[src/gifp_pkg.sv]
// Shared types and constants for the GIF header parser.
`timescale 1ns / 1ps

package gifp_pkg;

  localparam logic [7:0] FLAG_TABLE     = 8'h80;
  localparam logic [7:0] FLAG_INTERLACE = 8'h40;
  localparam logic [7:0] SIZE_MASK      = 8'h07;
  localparam logic [7:0] LABEL_GCE      = 8'hf9;
  localparam logic [7:0] GCE_TRANSP     = 8'h01;
  localparam logic [7:0] CHAR_TRAILER   = 8'h3b;  // ';'
  localparam logic [7:0] CHAR_EXT       = 8'h21;  // '!'
  localparam logic [7:0] CHAR_IMAGE     = 8'h2c;  // ','

  localparam logic [1:0] KIND_ENTRY  = 2'd0;
  localparam logic [1:0] KIND_HEADER = 2'd1;
  localparam logic [1:0] KIND_ERROR  = 2'd2;

  localparam logic [1:0] ERR_TABLE_END = 2'd0;
  localparam logic [1:0] ERR_TRAILER   = 2'd1;
  localparam logic [1:0] ERR_EXT_END   = 2'd2;

  typedef struct packed {
    logic [1:0]  kind;
    logic [7:0]  entry_index;
    logic [23:0] colour_rgb;
    logic [15:0] screen_width;
    logic [15:0] screen_height;
    logic [8:0]  table_entries;
    logic        interlaced;
    logic        has_transparency;
    logic [7:0]  transparent_index;
    logic [7:0]  code_size;
    logic [1:0]  error_code;
  } result_t;

endpackage

[src/gifp_if.sv]
// Request channel interfaces for the GIF header parser.
`timescale 1ns / 1ps

interface gifp_in_if;
  logic       valid;
  logic       ready;
  logic [7:0] byte_value;
  logic       src_done;

  modport source (output valid, output byte_value, output src_done, input ready);
  modport sink   (input valid, input byte_value, input src_done, output ready);
endinterface

interface gifp_out_if;
  logic        valid;
  logic        ready;
  logic [1:0]  kind;
  logic [7:0]  entry_index;
  logic [23:0] colour_rgb;
  logic [15:0] screen_width;
  logic [15:0] screen_height;
  logic [8:0]  table_entries;
  logic        interlaced;
  logic        has_transparency;
  logic [7:0]  transparent_index;
  logic [7:0]  code_size;
  logic [1:0]  error_code;

  modport source (output valid, output kind, output entry_index, output colour_rgb,
                  output screen_width, output screen_height, output table_entries,
                  output interlaced, output has_transparency, output transparent_index,
                  output code_size, output error_code, input ready);
  modport sink   (input valid, input kind, input entry_index, input colour_rgb,
                  input screen_width, input screen_height, input table_entries,
                  input interlaced, input has_transparency, input transparent_index,
                  input code_size, input error_code, output ready);
endinterface

[src/gif_header_parser.sv]
// Each accepted byte waits in the input register; its result, if any, is in the result register.
// Throughput: one byte per cycle when not stalled; the parser steps on the held input byte.
// A stalled result register holds the parser and, one byte later, the input.
// Reset (rst_n low, synchronous): parser back to the signature phase, all
// counters and captured header fields cleared, both stages empty.
`timescale 1ns / 1ps

module gif_header_parser (
  input  logic        clk,
  input  logic        rst_n,
  gifp_in_if.sink     in_chan,
  gifp_out_if.source  out_chan
);

  logic              held_valid;
  logic [7:0]        held_byte;
  logic              held_end;
  logic              can_take;
  logic              step;
  logic              res_valid;
  gifp_pkg::result_t res;

  assign step = held_valid && can_take;

  gifp_in_stage u_in (
    .clk        (clk),
    .rst_n      (rst_n),
    .in_chan    (in_chan),
    .take       (step),
    .held_valid (held_valid),
    .held_byte  (held_byte),
    .held_end   (held_end)
  );

  gifp_core u_core (
    .clk        (clk),
    .rst_n      (rst_n),
    .step       (step),
    .byte_value (held_byte),
    .src_done   (held_end),
    .res_valid  (res_valid),
    .res        (res)
  );

  gifp_out_stage u_out (
    .clk       (clk),
    .rst_n     (rst_n),
    .res_valid (res_valid),
    .res       (res),
    .can_take  (can_take),
    .out_chan  (out_chan)
  );

endmodule

[src/gifp_in_stage.sv]
// Input register stage: holds one byte request until the parser takes it.
`timescale 1ns / 1ps

module gifp_in_stage (
  input  logic       clk,
  input  logic       rst_n,
  gifp_in_if.sink    in_chan,
  input  logic       take,
  output logic       held_valid,
  output logic [7:0] held_byte,
  output logic       held_end
);

  logic       valid_r;
  logic [7:0] byte_r;
  logic       end_r;

  assign in_chan.ready = !valid_r || take;
  assign held_valid    = valid_r;
  assign held_byte     = byte_r;
  assign held_end      = end_r;

  always_ff @(posedge clk) begin
    if (!rst_n) begin
      valid_r <= 1'b0;
    end else if (in_chan.ready) begin
      valid_r <= in_chan.valid;
    end
    if (in_chan.ready && in_chan.valid) begin
      byte_r <= in_chan.byte_value;
      end_r  <= in_chan.src_done;
    end
  end

endmodule

[src/gifp_core.sv]
// Parser state machine: one byte per step, at most one result per step.
`timescale 1ns / 1ps

module gifp_core (
  input  logic              clk,
  input  logic              rst_n,
  input  logic              step,
  input  logic [7:0]        byte_value,
  input  logic              src_done,
  output logic              res_valid,
  output gifp_pkg::result_t res
);

  typedef enum logic [3:0] {
    PH_SIG, PH_LSD, PH_GTAB, PH_SCAN, PH_ELABEL, PH_ESIZE,
    PH_EDATA, PH_IDESC, PH_LTAB, PH_CODE, PH_HALT
  } phase_t;

  phase_t      phase_r, phase_nxt;
  logic [3:0]  fbc_r, fbc_nxt;
  logic [8:0]  entry_r, entry_nxt;
  logic [8:0]  tsize_r, tsize_nxt;
  logic [15:0] partial_r, partial_nxt;
  logic [7:0]  remain_r, remain_nxt;
  logic [7:0]  label_r, label_nxt;
  logic [15:0] width_r, width_nxt;
  logic [15:0] height_r, height_nxt;
  logic        tflag_r, tflag_nxt;
  logic [7:0]  tvalue_r, tvalue_nxt;
  logic        ilace_r, ilace_nxt;
  logic [9:0]  entry_inc;
  logic [4:0]  fbc_inc;
  logic [7:0]  remain_dec;

  assign entry_inc  = {1'b0, entry_r} + 10'd1;
  assign fbc_inc    = {1'b0, fbc_r} + 5'd1;
  assign remain_dec = remain_r - 8'd1;

  always_comb begin
    phase_nxt   = phase_r;
    fbc_nxt     = fbc_r;
    entry_nxt   = entry_r;
    tsize_nxt   = tsize_r;
    partial_nxt = partial_r;
    remain_nxt  = remain_r;
    label_nxt   = label_r;
    width_nxt   = width_r;
    height_nxt  = height_r;
    tflag_nxt   = tflag_r;
    tvalue_nxt  = tvalue_r;
    ilace_nxt   = ilace_r;
    res_valid   = 1'b0;
    res         = '0;

    if (step && phase_r != PH_HALT) begin
      if (src_done) begin
        if (phase_r == PH_GTAB || phase_r == PH_LTAB) begin
          res_valid      = 1'b1;
          res.kind       = gifp_pkg::KIND_ERROR;
          res.error_code = gifp_pkg::ERR_TABLE_END;
          phase_nxt      = PH_HALT;
        end else if (phase_r == PH_ELABEL || phase_r == PH_ESIZE ||
                     phase_r == PH_EDATA) begin
          res_valid      = 1'b1;
          res.kind       = gifp_pkg::KIND_ERROR;
          res.error_code = gifp_pkg::ERR_EXT_END;
          phase_nxt      = PH_HALT;
        end
      end else begin
        unique case (phase_r)
          PH_SIG: begin
            if (fbc_inc >= 5'd6) begin
              fbc_nxt   = '0;
              phase_nxt = PH_LSD;
            end else begin
              fbc_nxt = fbc_inc[3:0];
            end
          end
          PH_LSD: begin
            case (fbc_r)
              4'd0: width_nxt  = {8'h00, byte_value};
              4'd1: width_nxt  = {byte_value, width_r[7:0]};
              4'd2: height_nxt = {8'h00, byte_value};
              4'd3: height_nxt = {byte_value, height_r[7:0]};
              4'd4: begin
                tsize_nxt   = 9'(9'd2 << byte_value[2:0]);
                partial_nxt = {8'h00, byte_value & gifp_pkg::FLAG_TABLE};
              end
              default: ;
            endcase
            if (fbc_inc >= 5'd7) begin
              fbc_nxt     = '0;
              entry_nxt   = '0;
              phase_nxt   = partial_r[7] ? PH_GTAB : PH_SCAN;
              partial_nxt = '0;
            end else begin
              fbc_nxt = fbc_inc[3:0];
            end
          end
          PH_GTAB, PH_LTAB: begin
            if (fbc_r < 4'd2) begin
              partial_nxt = {partial_r[7:0], byte_value};
              fbc_nxt     = fbc_inc[3:0];
            end else begin
              res_valid       = 1'b1;
              res.kind        = gifp_pkg::KIND_ENTRY;
              res.entry_index = entry_r[7:0];
              res.colour_rgb  = {partial_r, byte_value};
              fbc_nxt         = '0;
              partial_nxt     = '0;
              if (entry_inc >= {1'b0, tsize_r}) begin
                entry_nxt = '0;
                phase_nxt = (phase_r == PH_GTAB) ? PH_SCAN : PH_CODE;
              end else begin
                entry_nxt = entry_inc[8:0];
              end
            end
          end
          PH_SCAN: begin
            if (byte_value == gifp_pkg::CHAR_TRAILER) begin
              res_valid      = 1'b1;
              res.kind       = gifp_pkg::KIND_ERROR;
              res.error_code = gifp_pkg::ERR_TRAILER;
              phase_nxt      = PH_HALT;
            end else if (byte_value == gifp_pkg::CHAR_EXT) begin
              phase_nxt = PH_ELABEL;
            end else if (byte_value == gifp_pkg::CHAR_IMAGE) begin
              fbc_nxt   = '0;
              phase_nxt = PH_IDESC;
            end
          end
          PH_ELABEL: begin
            label_nxt = byte_value;
            phase_nxt = PH_ESIZE;
          end
          PH_ESIZE: begin
            if (byte_value == 8'h00) begin
              label_nxt = '0;
              phase_nxt = PH_SCAN;
            end else begin
              remain_nxt  = byte_value;
              fbc_nxt     = '0;
              partial_nxt = '0;
              phase_nxt   = PH_EDATA;
            end
          end
          PH_EDATA: begin
            if (label_r == gifp_pkg::LABEL_GCE) begin
              if (fbc_r == 4'd0 && (byte_value & gifp_pkg::GCE_TRANSP) != 8'h00) begin
                tflag_nxt   = 1'b1;
                tvalue_nxt  = '0;
                partial_nxt = 16'd1;
              end else if (fbc_r == 4'd3 && partial_r != 16'd0) begin
                tvalue_nxt = byte_value;
              end
            end
            if (fbc_r < 4'd15) fbc_nxt = fbc_inc[3:0];
            remain_nxt = remain_dec;
            if (remain_dec == 8'h00) begin
              label_nxt   = '0;
              partial_nxt = '0;
              fbc_nxt     = '0;
              phase_nxt   = PH_ESIZE;
            end
          end
          PH_IDESC: begin
            if (fbc_inc >= 5'd9) begin
              fbc_nxt   = '0;
              ilace_nxt = (byte_value & gifp_pkg::FLAG_INTERLACE) != 8'h00;
              if ((byte_value & gifp_pkg::FLAG_TABLE) != 8'h00) begin
                tsize_nxt   = 9'(9'd2 << byte_value[2:0]);
                entry_nxt   = '0;
                partial_nxt = '0;
                phase_nxt   = PH_LTAB;
              end else begin
                phase_nxt = PH_CODE;
              end
            end else begin
              fbc_nxt = fbc_inc[3:0];
            end
          end
          PH_CODE: begin
            res_valid             = 1'b1;
            res.kind              = gifp_pkg::KIND_HEADER;
            res.screen_width      = width_r;
            res.screen_height     = height_r;
            res.table_entries     = tsize_r;
            res.interlaced        = ilace_r;
            res.has_transparency  = tflag_r;
            res.transparent_index = tvalue_r;
            res.code_size         = byte_value;
            phase_nxt             = PH_HALT;
          end
          default: phase_nxt = PH_HALT;
        endcase
      end
    end
  end

  always_ff @(posedge clk) begin
    if (!rst_n) begin
      phase_r   <= PH_SIG;
      fbc_r     <= '0;
      entry_r   <= '0;
      tsize_r   <= '0;
      partial_r <= '0;
      remain_r  <= '0;
      label_r   <= '0;
      width_r   <= '0;
      height_r  <= '0;
      tflag_r   <= 1'b0;
      tvalue_r  <= '0;
      ilace_r   <= 1'b0;
    end else begin
      phase_r   <= phase_nxt;
      fbc_r     <= fbc_nxt;
      entry_r   <= entry_nxt;
      tsize_r   <= tsize_nxt;
      partial_r <= partial_nxt;
      remain_r  <= remain_nxt;
      label_r   <= label_nxt;
      width_r   <= width_nxt;
      height_r  <= height_nxt;
      tflag_r   <= tflag_nxt;
      tvalue_r  <= tvalue_nxt;
      ilace_r   <= ilace_nxt;
    end
  end

  a_halt_silent: assert property (@(posedge clk) disable iff (!rst_n)
    phase_r == PH_HALT |-> !res_valid)
    else $error("result produced after parse finished");

  a_final_halts: assert property (@(posedge clk) disable iff (!rst_n)
    res_valid && res.kind != gifp_pkg::KIND_ENTRY |=> phase_r == PH_HALT)
    else $error("parser did not halt after header or error");

  a_entry_in_table: assert property (@(posedge clk) disable iff (!rst_n)
    (phase_r == PH_GTAB || phase_r == PH_LTAB) |-> entry_r < tsize_r)
    else $error("entry counter beyond table size");

  a_extension_len: assert property (@(posedge clk) disable iff (!rst_n)
    phase_r == PH_EDATA |-> remain_r != 8'h00)
    else $error("extension data phase with no bytes left");

endmodule

[src/gifp_out_stage.sv]
// Result register: holds one result until the sink takes it.
`timescale 1ns / 1ps

module gifp_out_stage (
  input  logic              clk,
  input  logic              rst_n,
  input  logic              res_valid,
  input  gifp_pkg::result_t res,
  output logic              can_take,
  gifp_out_if.source        out_chan
);

  logic              valid_r;
  gifp_pkg::result_t res_r;

  assign can_take = !valid_r || out_chan.ready;

  always_ff @(posedge clk) begin
    if (!rst_n) begin
      valid_r <= 1'b0;
    end else if (can_take) begin
      valid_r <= res_valid;
    end
    if (can_take && res_valid) begin
      res_r <= res;
    end
  end

  assign out_chan.valid             = valid_r;
  assign out_chan.kind              = res_r.kind;
  assign out_chan.entry_index       = res_r.entry_index;
  assign out_chan.colour_rgb        = res_r.colour_rgb;
  assign out_chan.screen_width      = res_r.screen_width;
  assign out_chan.screen_height     = res_r.screen_height;
  assign out_chan.table_entries     = res_r.table_entries;
  assign out_chan.interlaced        = res_r.interlaced;
  assign out_chan.has_transparency  = res_r.has_transparency;
  assign out_chan.transparent_index = res_r.transparent_index;
  assign out_chan.code_size         = res_r.code_size;
  assign out_chan.error_code        = res_r.error_code;

endmodule

[src/flat_wrapper.sv]
// flat-port wrapper written by rule: the top's interface ports become plain ports
module gif_header_parser_flat 
  (clk, rst_n, in_chan_valid, in_chan_byte_value, in_chan_src_done, in_chan_ready, out_chan_valid, out_chan_kind, out_chan_entry_index, out_chan_colour_rgb, out_chan_screen_width, out_chan_screen_height, out_chan_table_entries, out_chan_interlaced, out_chan_has_transparency, out_chan_transparent_index, out_chan_code_size, out_chan_error_code, out_chan_ready);
  gifp_in_if in_chan_i ();
  gifp_out_if out_chan_i ();
  input  logic clk;
  input  logic rst_n;
  input wire logic [$bits(in_chan_i.valid)-1:0] in_chan_valid;
  input wire logic [$bits(in_chan_i.byte_value)-1:0] in_chan_byte_value;
  input wire logic [$bits(in_chan_i.src_done)-1:0] in_chan_src_done;
  output wire logic [$bits(in_chan_i.ready)-1:0] in_chan_ready;
  output wire logic [$bits(out_chan_i.valid)-1:0] out_chan_valid;
  output wire logic [$bits(out_chan_i.kind)-1:0] out_chan_kind;
  output wire logic [$bits(out_chan_i.entry_index)-1:0] out_chan_entry_index;
  output wire logic [$bits(out_chan_i.colour_rgb)-1:0] out_chan_colour_rgb;
  output wire logic [$bits(out_chan_i.screen_width)-1:0] out_chan_screen_width;
  output wire logic [$bits(out_chan_i.screen_height)-1:0] out_chan_screen_height;
  output wire logic [$bits(out_chan_i.table_entries)-1:0] out_chan_table_entries;
  output wire logic [$bits(out_chan_i.interlaced)-1:0] out_chan_interlaced;
  output wire logic [$bits(out_chan_i.has_transparency)-1:0] out_chan_has_transparency;
  output wire logic [$bits(out_chan_i.transparent_index)-1:0] out_chan_transparent_index;
  output wire logic [$bits(out_chan_i.code_size)-1:0] out_chan_code_size;
  output wire logic [$bits(out_chan_i.error_code)-1:0] out_chan_error_code;
  input wire logic [$bits(out_chan_i.ready)-1:0] out_chan_ready;
  assign in_chan_i.valid = in_chan_valid;
  assign in_chan_i.byte_value = in_chan_byte_value;
  assign in_chan_i.src_done = in_chan_src_done;
  assign in_chan_ready = in_chan_i.ready;
  assign out_chan_valid = out_chan_i.valid;
  assign out_chan_kind = out_chan_i.kind;
  assign out_chan_entry_index = out_chan_i.entry_index;
  assign out_chan_colour_rgb = out_chan_i.colour_rgb;
  assign out_chan_screen_width = out_chan_i.screen_width;
  assign out_chan_screen_height = out_chan_i.screen_height;
  assign out_chan_table_entries = out_chan_i.table_entries;
  assign out_chan_interlaced = out_chan_i.interlaced;
  assign out_chan_has_transparency = out_chan_i.has_transparency;
  assign out_chan_transparent_index = out_chan_i.transparent_index;
  assign out_chan_code_size = out_chan_i.code_size;
  assign out_chan_error_code = out_chan_i.error_code;
  assign out_chan_i.ready = out_chan_ready;
  gif_header_parser u_core (.clk(clk), .rst_n(rst_n), .in_chan(in_chan_i), .out_chan(out_chan_i));
endmodule
[config.mk]
export PLATFORM = sky130hd
export DESIGN_NAME = gif_header_parser_flat
export DESIGN_NICKNAME = d
export VERILOG_FILES = /design/src/gifp_pkg.sv /design/src/gifp_if.sv /design/src/gif_header_parser.sv /design/src/gifp_in_stage.sv /design/src/gifp_core.sv /design/src/gifp_out_stage.sv /design/src/flat_wrapper.sv
export SDC_FILE = /design/constraint.sdc
export NUM_CORES = 1
export LEC_CHECK = 0
export BUFFER_PORTS_ARGS = -buffer_cell sky130_fd_sc_hd__buf_2
export CAP_MARGIN = 0
export CELL_PAD_IN_SITES_DETAIL_PLACEMENT = 1
export CELL_PAD_IN_SITES_GLOBAL_PLACEMENT = 1
export CORE_UTILIZATION = 43
export DETAILED_ROUTE_END_ITERATION = 6
export MAX_ROUTING_LAYER = met4
export PLACE_DENSITY = 0.83
export REMOVE_ABC_BUFFERS = 1
export SYNTH_ARGS = -nofsm -noshare
export SYNTH_HDL_FRONTEND = slang
export SYNTH_SLANG_ARGS = --single-unit
[constraint.sdc]
create_clock -name clk -period 5.7 [get_ports clk]
set_clock_uncertainty 0.05 [all_clocks]
set_input_delay 0.285 -clock clk [delete_from_list [all_inputs] [get_ports clk]]
set_output_delay 0.285 -clock clk [all_outputs]
set_load 0.01 [all_outputs]
==> results of run 1 <==
[flip-flops by register name, indices dropped and copies added, names as in the netlist, 9 cells and up]
signal	cells
u_core.u_core.height_r	16
u_core.u_out.out_chan.screen_width	16
u_core.u_core.entry_r	9
u_core.u_core.width_r	16
u_core.u_core.partial_r	16
u_core.u_out.out_chan.colour_rgb	24
u_core.u_out.out_chan.screen_height	16
[worst min-delay path, cell delays in order]
cell and delay (ns):
buf_2 0.09, nor2b_1 0.06, a21oi_1 0.15, nor2_1 0.05
[cells in the final DEF, fill, tap and decap left out, drive strengths merged, types with 10 or more instances in the layout]
| cell | Yosys | routed |
|---|---|---|
| nor4 | 13 | 13 |
| nor3 | 10 | 10 |
| nand3 | 19 | 19 |
| inv | 17 | 19 |
| a22oi | 17 | 17 |
| dlygate4sd3 | 0 | 10 |
| ha | 17 | 17 |
| edfxtp | 103 | 103 |
| nand2 | 49 | 49 |
| dfxtp | 101 | 101 |
| o21ai | 53 | 53 |
| buf | 16 | 117 |
| nor2b | 10 | 10 |
| nand2b | 19 | 19 |
| nor2 | 65 | 65 |
| and3 | 10 | 10 |
| and2 | 96 | 96 |
| clkbuf | 43 | 34 |
| a21oi | 62 | 62 |
| nand4 | 27 | 27 |
| mux2i | 21 | 21 |
[worst paths after layout]
check                                                                            to  slack (ns)  depth (start not counted)                                    from
worst max register to register  u_core.u_out.out_chan.screen_width[2]$_SDFFCE_PP0P_        1.94                          7      u_core.u_in.held_byte[2]$_DFFE_PP_
worst min register to register               u_core.u_core.tvalue_r[5]$_SDFFE_PN0P_        0.41                          2  u_core.u_core.tvalue_r[5]$_SDFFE_PN0P_
worst max-delay path            u_core.u_out.out_chan.screen_width[2]$_SDFFCE_PP0P_        1.94                          7      u_core.u_in.held_byte[2]$_DFFE_PP_
worst min-delay path                            u_core.u_in.held_valid$_SDFFE_PN0N_        0.13                          4                          out_chan_ready
[synth_stat cells, drive strengths merged (3+ instances only)]
library cell | instances | share of area [%]
nand4 | 27 | 1.8
a22oi | 17 | 1.4
nor3 | 10 | 0.55
buf | 16 | 0.96
nor3b | 6 | 0.49
ha | 17 | 2.3
a211o | 3 | 0.29
and2 | 96 | 6.6
or3 | 3 | 0.26
a21o | 3 | 0.25
clkbuf | 43 | 1.8
xnor2 | 6 | 0.57
nand4b | 4 | 0.38
nand3 | 19 | 1.0
edfxtp | 103 | 34
o21ai | 53 | 2.9
and4b | 3 | 0.33
nor2b | 10 | 0.68
xor2 | 6 | 0.57
and3 | 10 | 0.68
nor2 | 65 | 2.7
a21oi | 62 | 3.4
a32o | 6 | 0.66
inv | 17 | 0.70
o21a | 4 | 0.33
a211oi | 6 | 0.49
and4 | 3 | 0.31
nand2 | 49 | 2.0
nand2b | 19 | 1.3
nor4 | 13 | 1.1
dfxtp | 101 | 22
a2111oi | 4 | 0.60
a21boi | 3 | 0.25
mux2i | 21 | 2.3
[per-stage QoR]
step	worst slack [ns]	utilization [%]	instance area [um2]
global route	1.55	51.6	10600
floorplan	-1.05	-	8890
finish	1.94	51.6	10600
CTS	1.90	51.6	10600
global placement	2.02	47.9	9860
detailed placement	1.92	47.9	9860
[logic make-up after synthesis]
group | Yosys count | share of synthesized area (%)
compound gates | 187 | 13.2
xor+xnor | 12 | 1.15
fa+ha+maj | 17 | 2.33
buf+inv | 77 | 3.48
flops | 204 | 55.9
mux | 22 | 2.42
other cells | 1 | 0.0410
simple gates | 351 | 21.5
[cell type report]
| class | count | area share, % |
|---|---|---|
| Sequential cell | 204 | 48.2 |
| Multi-Input combinational cell | 590 | 35.1 |
| Timing Repair Buffer | 127 | 6.68 |
| Clock buffer | 34 | 5.70 |
| Tap cell | 270 | 3.18 |
| Inverter | 18 | 0.637 |
| Clock inverter | 4 | 0.448 |
[metal layers]
| metal | up-vias | part of all wire (%) |
|---|---|---|
| met4 | 0 | 1.6 |
| met5 | - | 0 |
| met1 | 3408 | 45 |
| li1 | 3336 | - |
| met3 | 26 | 4.5 |
| met2 | 172 | 49 |
[power by group through the flow]
stage,combinational (uW),clock [uW],sequential [uW]
after floorplan,41.6,0,1590
after global placement,80.4,0,1590
after detailed placement,80.9,0,1590
after CTS,86.9,1340,1560
after global routing,94.3,1400,1560
final,87.7,1320,1560
[timing repair]
item,in CTS,in global routing
gates resized for setup,0,0
hold endpoints to repair,10,0
hold buffers,10,0
buffers inserted,0,0
==> results.json, run 1 <==
{
  "arrival_ns": 3.85,
  "p_clk_share_pct": 44.4,
  "switchingPower_uw": 630,
  "num_io_pins": 110,
  "avgSynthCellArea_um2": 10.5,
  "worstPathMaxFanout": 55,
  "clock-root-buffer": "clkbuf_16",
  "ctsLongestPathBuffers": 3,
  "p_sw_share_pct": 21.2,
  "hold_viol": 0,
  "synth.ff_latch_count": 204,
  "rsz0062_at_grt": "no",
  "cts_buffers": 21,
  "power_density_nw_per_um2": 280,
  "tritoncts": "done",
  "synth_edf_count": 103,
  "die-area_um2": 21900,
  "clock_sinks": 204,
  "power.leakage_uw": 0.00382,
  "fp.coreArea_um2": 20600,
  "tns_ns": 0,
  "post-route-drc-count": 1,
  "fin_crit_ns": 3.76,
  "die_h_um": 148,
  "cp_common_cell": "nand2_1",
  "drt_iter0_markers": 368,
  "critical-path-top-delay-family": "simple AND/OR/NAND/NOR gates",
  "rows": 52,
  "busiest_layer": "met2",
  "grt_pass1_wl_um": 37600,
  "grtUsageMet1_pct": 28.4,
  "setup_viol": 0,
  "grt_overflow": 0,
  "synthToLayoutAreaGrowth_pct": 16.0,
  "post-route-period-util_pct": 66.0,
  "num_vias": 6942,
  "async_flop_share_pct": 0,
  "seq_area_um2": 5110,
  "critical_path.slowest_cell": "edfxtp_1",
  "clkTransAtPathRegs_ns": 0.06,
  "hp-class": "input port to flip-flop",
  "use_met2_pct": 37.2,
  "syn-instance-count": 871,
  "first_pass_iters": 7,
  "ant_nets": 0,
  "vias_per_cell": 5.57,
  "synth-main-ff-cell": "edfxtp_1",
  "cp_num_buf_inv": 1,
  "die_w_um": 148,
  "totalWireLength_um": 23500,
  "hpwl_um": 15100,
  "criticalPathCategory": "flip-flop to flip-flop",
  "drv_cap": 0,
  "insertion_delay_ns": 0.50,
  "cts_max_level": 1,
  "ir_worst_vdd_mv": 0.125,
  "ys_warn_count": 0,
  "multi_input_area_um2": 3730,
  "outcome": "finished, violations left",
  "syn_area_um2": 9140,
  "grt_max_degree": 61,
  "yosysSeqAreaShare_pct": 55.9,
  "critPathMaxStageDelay_ns": 0.72,
  "violations": "DRC",
  "totalPowerFinal_uw": 2970,
  "diodes": 0,
  "synth_cell_types": 76,
  "cp-start-kind": "flip-flop",
  "use_met3_pct": 2.84,
  "grt_pass1_vias": 7179,
  "wire_per_inst_um": 18.8,
  "internal-power_uw": 2340,
  "routabilityCongestion": 0.887,
  "antenna_found_initial": 0,
  "endpoint_kind": "flip-flop",
  "fill_cells": 2309,
  "crit_chain": "nor4b_1, and4_1, nor3b_1, nand2_1, nand2_1, or3_4, buf_4",
  "power_frac_comb_pct": 3.0,
  "seqPwrFrac_pct": 52.7,
  "drv_slew": 0,
  "io_buffer_count": 108,
  "drive_above_1_share_pct": 16.1,
  "num-nets-final": 992,
  "tightestPinTransition_ns": 1.03,
  "final-instance-count-excl-fill": 1247,
  "grt_usage_pct": 22.2,
  "initial_core_util_pct": 44.5,
  "fmax_mhz": 266,
  "dp_cells": 1199,
  "timing.hold.ws_ns": 0.127,
  "cp.required_ns": 5.79,
  "slew_headroom_pct": 31.2
}
No activity file was read; power rests on OpenSTA's default activity.
==> inputs of run 2 (changes only) <==
ABC_AREA = 1   (was default)
PLACE_DENSITY = 0.86   (was 0.83)
clock period = 3.7 ns   (was 5.7 ns; I/O delays follow)
==> results.json, run 2 <==
{
  "outcome": "complete, no violations",
  "final_common_cell": "nor2_1",
  "clock_sinks": 204,
  "post-route-drc-count": 0,
  "clock-root-buffer": "clkbuf_16",
  "ant_nets": 0,
  "endpoint": "u_core.u_out.out_chan.colour_rgb[13]$_SDFFCE_PP0P_",
  "netlist.area_leader.share_pct": 34.0,
  "cp_common_cell": "nand2_1",
  "cts_max_level": 1,
  "yosysSeqAreaShare_pct": 56.2,
  "internal-power_uw": 3720,
  "tns_ns": 0,
  "num_io_pins": 110,
  "grt_usage_pct": 25.1,
  "clkTransAtPathRegs_ns": 0.08,
  "synthToLayoutAreaGrowth_pct": 17.2,
  "die_h_um": 147,
  "wire_per_inst_um": 18.2,
  "tightestPinTransition_ns": 1.07,
  "antenna_found_initial": 0,
  "crit_chain": "nor3_1, nand2_1, nor2_1, nand2_1, o21ai_1, nand3b_1, buf_12",
  "r2r_end": "u_core.u_out.out_chan.colour_rgb[13]$_SDFFCE_PP0P_",
  "avgSynthCellArea_um2": 8.77,
  "synth-main-ff-cell": "edfxtp_1",
  "fp.coreArea_um2": 20500,
  "die-area_um2": 21800,
  "syn-instance-count": 1038,
  "ctsLongestPathBuffers": 3,
  "layout_common_cells": "nor2_1 (207), inv_1 (138), nand2_1 (118)",
  "vias_per_cell": 5.26,
  "switchingPower_uw": 1160,
  "grtUsageMet1_pct": 30.5,
  "num_vias": 7569,
  "diodes": 0,
  "worstSetupStartpoint": "u_core.u_in.held_byte[7]$_DFFE_PP_",
  "seqPwrFrac_pct": 49.9,
  "initial_core_util_pct": 44.4,
  "slew_headroom_pct": 28.5,
  "arrival_ns": 3.00,
  "cp_num_buf_inv": 1,
  "fin_crit_ns": 2.92,
  "insertion_delay_ns": 0.50,
  "grt_overflow": 0,
  "ir_worst_vdd_mv": 0.247,
  "multi_input_area_um2": 3210,
  "totalWireLength_um": 26100,
  "num-nets-final": 1183,
  "synth.ff_latch_count": 204,
  "grt_pass1_vias": 7845,
  "r2r-start": "u_core.u_in.held_byte[7]$_DFFE_PP_",
  "critical_path.slowest_cell": "edfxtp_1",
  "cp-start-kind": "flip-flop",
  "power.leakage_uw": 0.00419,
  "dp_cells": 1389,
  "hold_viol": 0,
  "yosysMostFrequentCell": "nor2_1",
  "cts_buffers": 22,
  "fill_cells": 2456,
  "tritoncts": "done",
  "hp-class": "input port to flip-flop",
  "hpwl_um": 17000,
  "seq_area_um2": 5110,
  "io_buffer_count": 108,
  "cp.depth": 7,
  "synth_area_leaders": "edfxtp_1 (34%), dfxtp_1 (22%), nor2_1 (8.5%)",
  "drt_iter0_markers": 426,
  "rows": 52,
  "grt_pass1_wl_um": 42100,
  "routabilityCongestion": 0.951,
  "final-instance-count-excl-fill": 1439,
  "cp.required_ns": 3.79,
  "power_frac_comb_pct": 6.2,
  "die_w_um": 147,
  "setup_viol": 0,
  "largest_reg_flops": 24,
  "cts_resized": 0,
  "synth_cell_types": 44,
  "async_flop_share_pct": 0,
  "critical-path-top-delay-family": "simple AND/OR/NAND/NOR gates",
  "power_density_nw_per_um2": 457,
  "grt_max_degree": 87,
  "critPathMaxStageDelay_ns": 0.63,
  "first_pass_iters": 5,
  "synth_common_cells": "nor2_1 (207), inv_1 (138), nand2_1 (119), edfxtp_1 (103), dfxtp_1 (101)",
  "synth_edf_count": 103,
  "fin_util_pct": 52.1,
  "p_sw_share_pct": 23.8,
  "syn_area_um2": 9100,
  "criticalPathCategory": "flip-flop to flip-flop",
  "busiest_layer": "met2",
  "yosysTopAreaCell": "edfxtp_1",
  "worstPathMaxFanout": 86,
  "rr_worst_depth": 7,
  "use_met3_pct": 3.40,
  "post-route-period-util_pct": 78.8,
  "drv_slew": 0,
  "drv_cap": 0,
  "fmax_mhz": 343,
  "drive_above_1_share_pct": 19.4,
  "endpoint_kind": "flip-flop",
  "use_met2_pct": 43.0,
  "p_clk_share_pct": 43.9,
  "reg2reg_slack_ns": 0.78,
  "rsz0062_at_grt": "no",
  "ys_warn_count": 0
}
-- run 2: cell types whose count changed after synthesis, sizes merged, moves of 21 or more --
| cell | previous run | this run |
|---|---|---|
| inv | 17 | 158 |
| nor2 | 65 | 237 |
| nand2 | 49 | 128 |
| mux2i | 21 | 0 |
| nand3 | 19 | 44 |
| a21oi | 62 | 85 |
| clkbuf | 43 | 20 |
| and2 | 96 | 1 |
-- run 2: cell type report --
type	instances	area share [%]
Inverter	159	5.64
Clock inverter	9	0.751
Sequential cell	204	47.9
Tap cell	270	3.17
Multi-Input combinational cell	640	30.0
Timing Repair Buffer	126	6.68
Clock buffer	31	5.77
-- run 2: how the worst min path moves through the flow --
stage          cells past startpoint                                        to                   from  slack, ns
6_report                           4  u_core.u_out.out_chan.valid$_SDFFE_PN0P_         out_chan_ready       0.02
2_1_floorplan                      0        u_core.u_in.held_byte[0]$_DFFE_PP_  in_chan_byte_value[0]       0.23
3_3_place_gp                       1        u_core.u_in.held_byte[7]$_DFFE_PP_  in_chan_byte_value[7]       0.32
4_1_cts                            4       u_core.u_in.held_valid$_SDFFE_PN0N_         out_chan_ready      0.003
5_1_grt                            4  u_core.u_out.out_chan.valid$_SDFFE_PN0P_         out_chan_ready       0.05
3_5_place_dp                       1        u_core.u_in.held_byte[7]$_DFFE_PP_  in_chan_byte_value[7]       0.32
-- run 2: metrics by stage --
| step | total power [uW] | hold WS [ns] | area, um2 | setup WS [ns] |
|---|---|---|---|---|
| finish | 4880 | 0.0182 | 10700 | 0.785 |
| floorplan | 2660 | 0.234 | 8920 | -1.91 |
| global placement | 2760 | 0.322 | 9870 | 1.06 |
| global route | 5030 | 0.0466 | 10700 | 0.487 |
| detailed placement | 2770 | 0.319 | 9870 | 0.951 |
| CTS | 4900 | 0.00329 | 10700 | 0.837 |
-- run 2: metal layers --
layer / up-vias / share of wire [%]
li1: 3590 / -
met5: - / 0
met4: 0 / 3.2
met1: 3673 / 42
met2: 248 / 50
met3: 58 / 5.3
-- run 2: power by group through the flow --
stage	registers [uW]	logic (uW)	clock network, uW
after floorplan	2480	182	0
final	2440	304	2140
after global placement	2480	283	0
after CTS	2430	301	2160
after detailed placement	2480	289	0
after global routing	2440	334	2260
-- run 2: worst min-delay path: stages --
cell     delay, ns
buf_2         0.08
nor2_1        0.07
o21ai_1       0.13
inv_1         0.06
-- run 2: logic make-up (layout without fill, tap and decap cells) --
group                    Yosys count  count (layout)  synth area share [%]
AND/OR/NAND/NOR                  451             451                  22.4
flip-flops                       204             204                  56.2
buffers and inverters            194             325                  8.62
AO/OA/AOI/OAI                    166             166                  9.91
adder cells (fa/ha/maj)           17              17                  2.34
XOR/XNOR                           5               5                 0.481
other                              1               1                0.0412
-- run 2: timing repair --
action / CTS / global route
hold buffers: 10 / 0
buffers inserted: 0 / 0
hold endpoints to repair: 10 / 0
==> inputs of run 3 (changes only) <==
ABC_AREA = 0   (was 1)
CORE_UTILIZATION = 41   (was 43)
PLACE_DENSITY = 0.83   (was 0.86)
clock period = 2.45 ns   (was 3.7 ns; I/O delays follow)
==> results.json, run 3 (synthesized netlist as in run 1, its figures left out) <==
{
  "outcome": "finished, violations left",
  "violations": "setup timing",
  "drive_above_1_share_pct": 30.5,
  "hp-class": "input port to flip-flop",
  "setup_viol": 14,
  "reg2reg_slack_ns": -0.29,
  "power_frac_comb_pct": 4.9,
  "hold_viol": 0,
  "rsz0062_at_grt": "yes",
  "die_w_um": 151,
  "totalWireLength_um": 30700,
  "hpwl_um": 18000,
  "largest_reg_flops": 24,
  "fmax_mhz": 365,
  "timing.hold.ws_ns": 0.0213,
  "ant_nets": 0,
  "tritoncts": "done",
  "initial_core_util_pct": 41.9,
  "clock_sinks": 204,
  "r2r_end": "u_core.u_core.phase_r[2]$_SDFFE_PN0P_",
  "rows": 54,
  "rr_worst_depth": 12,
  "first_pass_iters": 7,
  "seq_area_um2": 5130,
  "power.leakage_uw": 0.00460,
  "layout_common_cells": "buf_4 (109), buf_2 (108), edfxtp_1 (103)",
  "cp.depth": 12,
  "p_sw_share_pct": 22.4,
  "cp.required_ns": 2.81,
  "cts_buffers": 21,
  "seqPwrFrac_pct": 50.9,
  "grt_pass1_wl_um": 43900,
  "num_io_pins": 110,
  "hold_start": "rst_n",
  "cts_max_level": 1,
  "diodes": 0,
  "die_h_um": 151,
  "criticalPathCategory": "flip-flop to flip-flop",
  "io_buffer_count": 108,
  "synthToLayoutAreaGrowth_pct": 33.3,
  "drv_slew": 0,
  "cp_common_cell": "and3_4",
  "preCtsSetupSlack_ns": -0.325,
  "grt_pass1_vias": 8117,
  "grt_usage_pct": 25.6,
  "arrival_ns": 3.10,
  "fill_cells": 2366,
  "critPathMaxStageDelay_ns": 0.36,
  "crit_chain": "and3_4, and3_4, nand3_4, xnor2_2, ha_1, a211oi_2, nand2_1, a31o_4, a21o_4, buf_6, a211o_1, o221ai_1",
  "insertion_delay_ns": 0.51,
  "switchingPower_uw": 1580,
  "final_common_cell": "buf_4",
  "worstPathMaxFanout": 5,
  "num_vias": 7927,
  "p_clk_share_pct": 44.2,
  "post-route-period-util_pct": 112,
  "die-area_um2": 22900,
  "final.setup.worst_slack_ns": -0.290,
  "ctsLongestPathBuffers": 3,
  "fp.coreArea_um2": 21800,
  "critical_path.slowest_cell": "dfxtp_4",
  "place_area_um2": 10700,
  "critical-path-top-delay-family": "compound AO/OA/AOI/OAI gates",
  "slew_headroom_pct": 57.4,
  "multi_input_area_um2": 4010,
  "ir_worst_vdd_mv": 0.391,
  "cp-start-kind": "flip-flop",
  "antenna_found_initial": 0,
  "tightestPinTransition_ns": 0.635,
  "endpoint_kind": "flip-flop",
  "wire_per_inst_um": 22.2,
  "drt_iter0_markers": 509,
  "fin_crit_ns": 2.74,
  "r2r-start": "u_core.u_core.entry_r[0]$_SDFFE_PN0P_",
  "design_area_um2": 12200,
  "cp_num_buf_inv": 1,
  "clkTransAtPathRegs_ns": 0.06,
  "routabilityCongestion": 0.906,
  "grt_max_degree": 57,
  "num-nets-final": 1120,
  "grt_overflow": 0,
  "worstSetupStartpoint": "u_core.u_core.entry_r[0]$_SDFFE_PN0P_",
  "drv_cap": 0,
  "vias_per_cell": 5.72,
  "post-route-drc-count": 0,
  "endpoint": "u_core.u_core.phase_r[2]$_SDFFE_PN0P_",
  "power_density_nw_per_um2": 580,
  "internal-power_uw": 5480,
  "clock-root-buffer": "clkbuf_16"
}
-- run 3: cell count changes in the layout (fill, tap and decap cells not counted), moves of 16 or more --
cell | previous run | this run
inv_2 | 19 | 3
buf_4 | 7 | 109
nand2_1 | 118 | 46
nor2_1 | 207 | 65
inv_1 | 138 | 15
and2_1 | 1 | 93
nand4_1 | 11 | 27
a21oi_1 | 85 | 61
nand2b_1 | 0 | 17
mux2i_1 | 0 | 20
a22oi_1 | 0 | 17
nor2_2 | 27 | 0
nand3_1 | 39 | 17
-- run 3: worst min-delay path by stage --
stage	endpoint	slack [ns]	cells past startpoint
after floorplan	u_core.u_in.held_byte[0]$_DFFE_PP_	0.17	0
after global placement	u_core.u_in.held_byte[0]$_DFFE_PP_	0.25	1
after detailed placement	u_core.u_in.held_byte[2]$_DFFE_PP_	0.25	1
after CTS	u_core.u_core.entry_r[0]$_SDFFE_PN0P_	0.005	3
after global routing	u_core.u_core.entry_r[0]$_SDFFE_PN0P_	0.02	3
final	u_core.u_core.entry_r[0]$_SDFFE_PN0P_	0.02	3
-- run 3: worst reg2reg max path: stages (launching register included) --
cell and delay [ns]:
dfxtp_4 0.36, and3_4 0.18, and3_4 0.21, nand3_4 0.09, xnor2_2 0.15, ha_1 0.32, a211oi_2 0.25, nand2_1 0.11
a31o_4 0.24, a21o_4 0.22, buf_6 0.13, a211o_1 0.26, o221ai_1 0.08
-- run 3: through the flow --
stage / cells / TNS [ns] / total power (uW) / util (%)
3_5_place_dp: 1309 / -10.43 / 3950 / 49.1
6_report: 1385 / -3.15 / 7070 / 55.8
3_3_place_gp: 1309 / -6.35 / 3950 / 49.1
4_1_cts: 1366 / -1.61 / 7030 / 53.7
2_1_floorplan: 812 / -537.57 / 3790 / -
5_1_grt: 1385 / -7.26 / 7240 / 55.8
-- run 3: cell type report --
class                      count  area share (%)
sequential                   204            42.1
clock inverter                 8           0.524
timing repair buffer         255            16.2
tap                          280            2.88
inverter                      18           0.554
multi-input combinational    590            32.9
clock buffer                  30            4.84
-- run 3: per-layer routing --
metal,GRT usage (%),up-vias,routed length [um]
met5,-,-,0
met4,10.5,0,1180
met3,3.49,101,1730
met2,44.6,313,15600
met1,29.6,3917,12200
li1,-,3596,-
-- run 3: power groups by stage --
stage          clock network, uW  registers (uW)  logic [uW]
2_1_floorplan                  0            3690        96.8
3_3_place_gp                   0            3670         277
3_5_place_dp                   0            3670         282
4_1_cts                     3120            3600         310
5_1_grt                     3280            3600         362
6_report                    3120            3600         346
-- run 3: repair_timing --
item	4_1_cts	5_1_grt
hold buffers	13	0
pin swaps	13	21
hold endpoints to repair	12	0
gates cloned	2	8
setup endpoints to repair	127	163
setup buffers	4	12
gates resized for setup	30	66
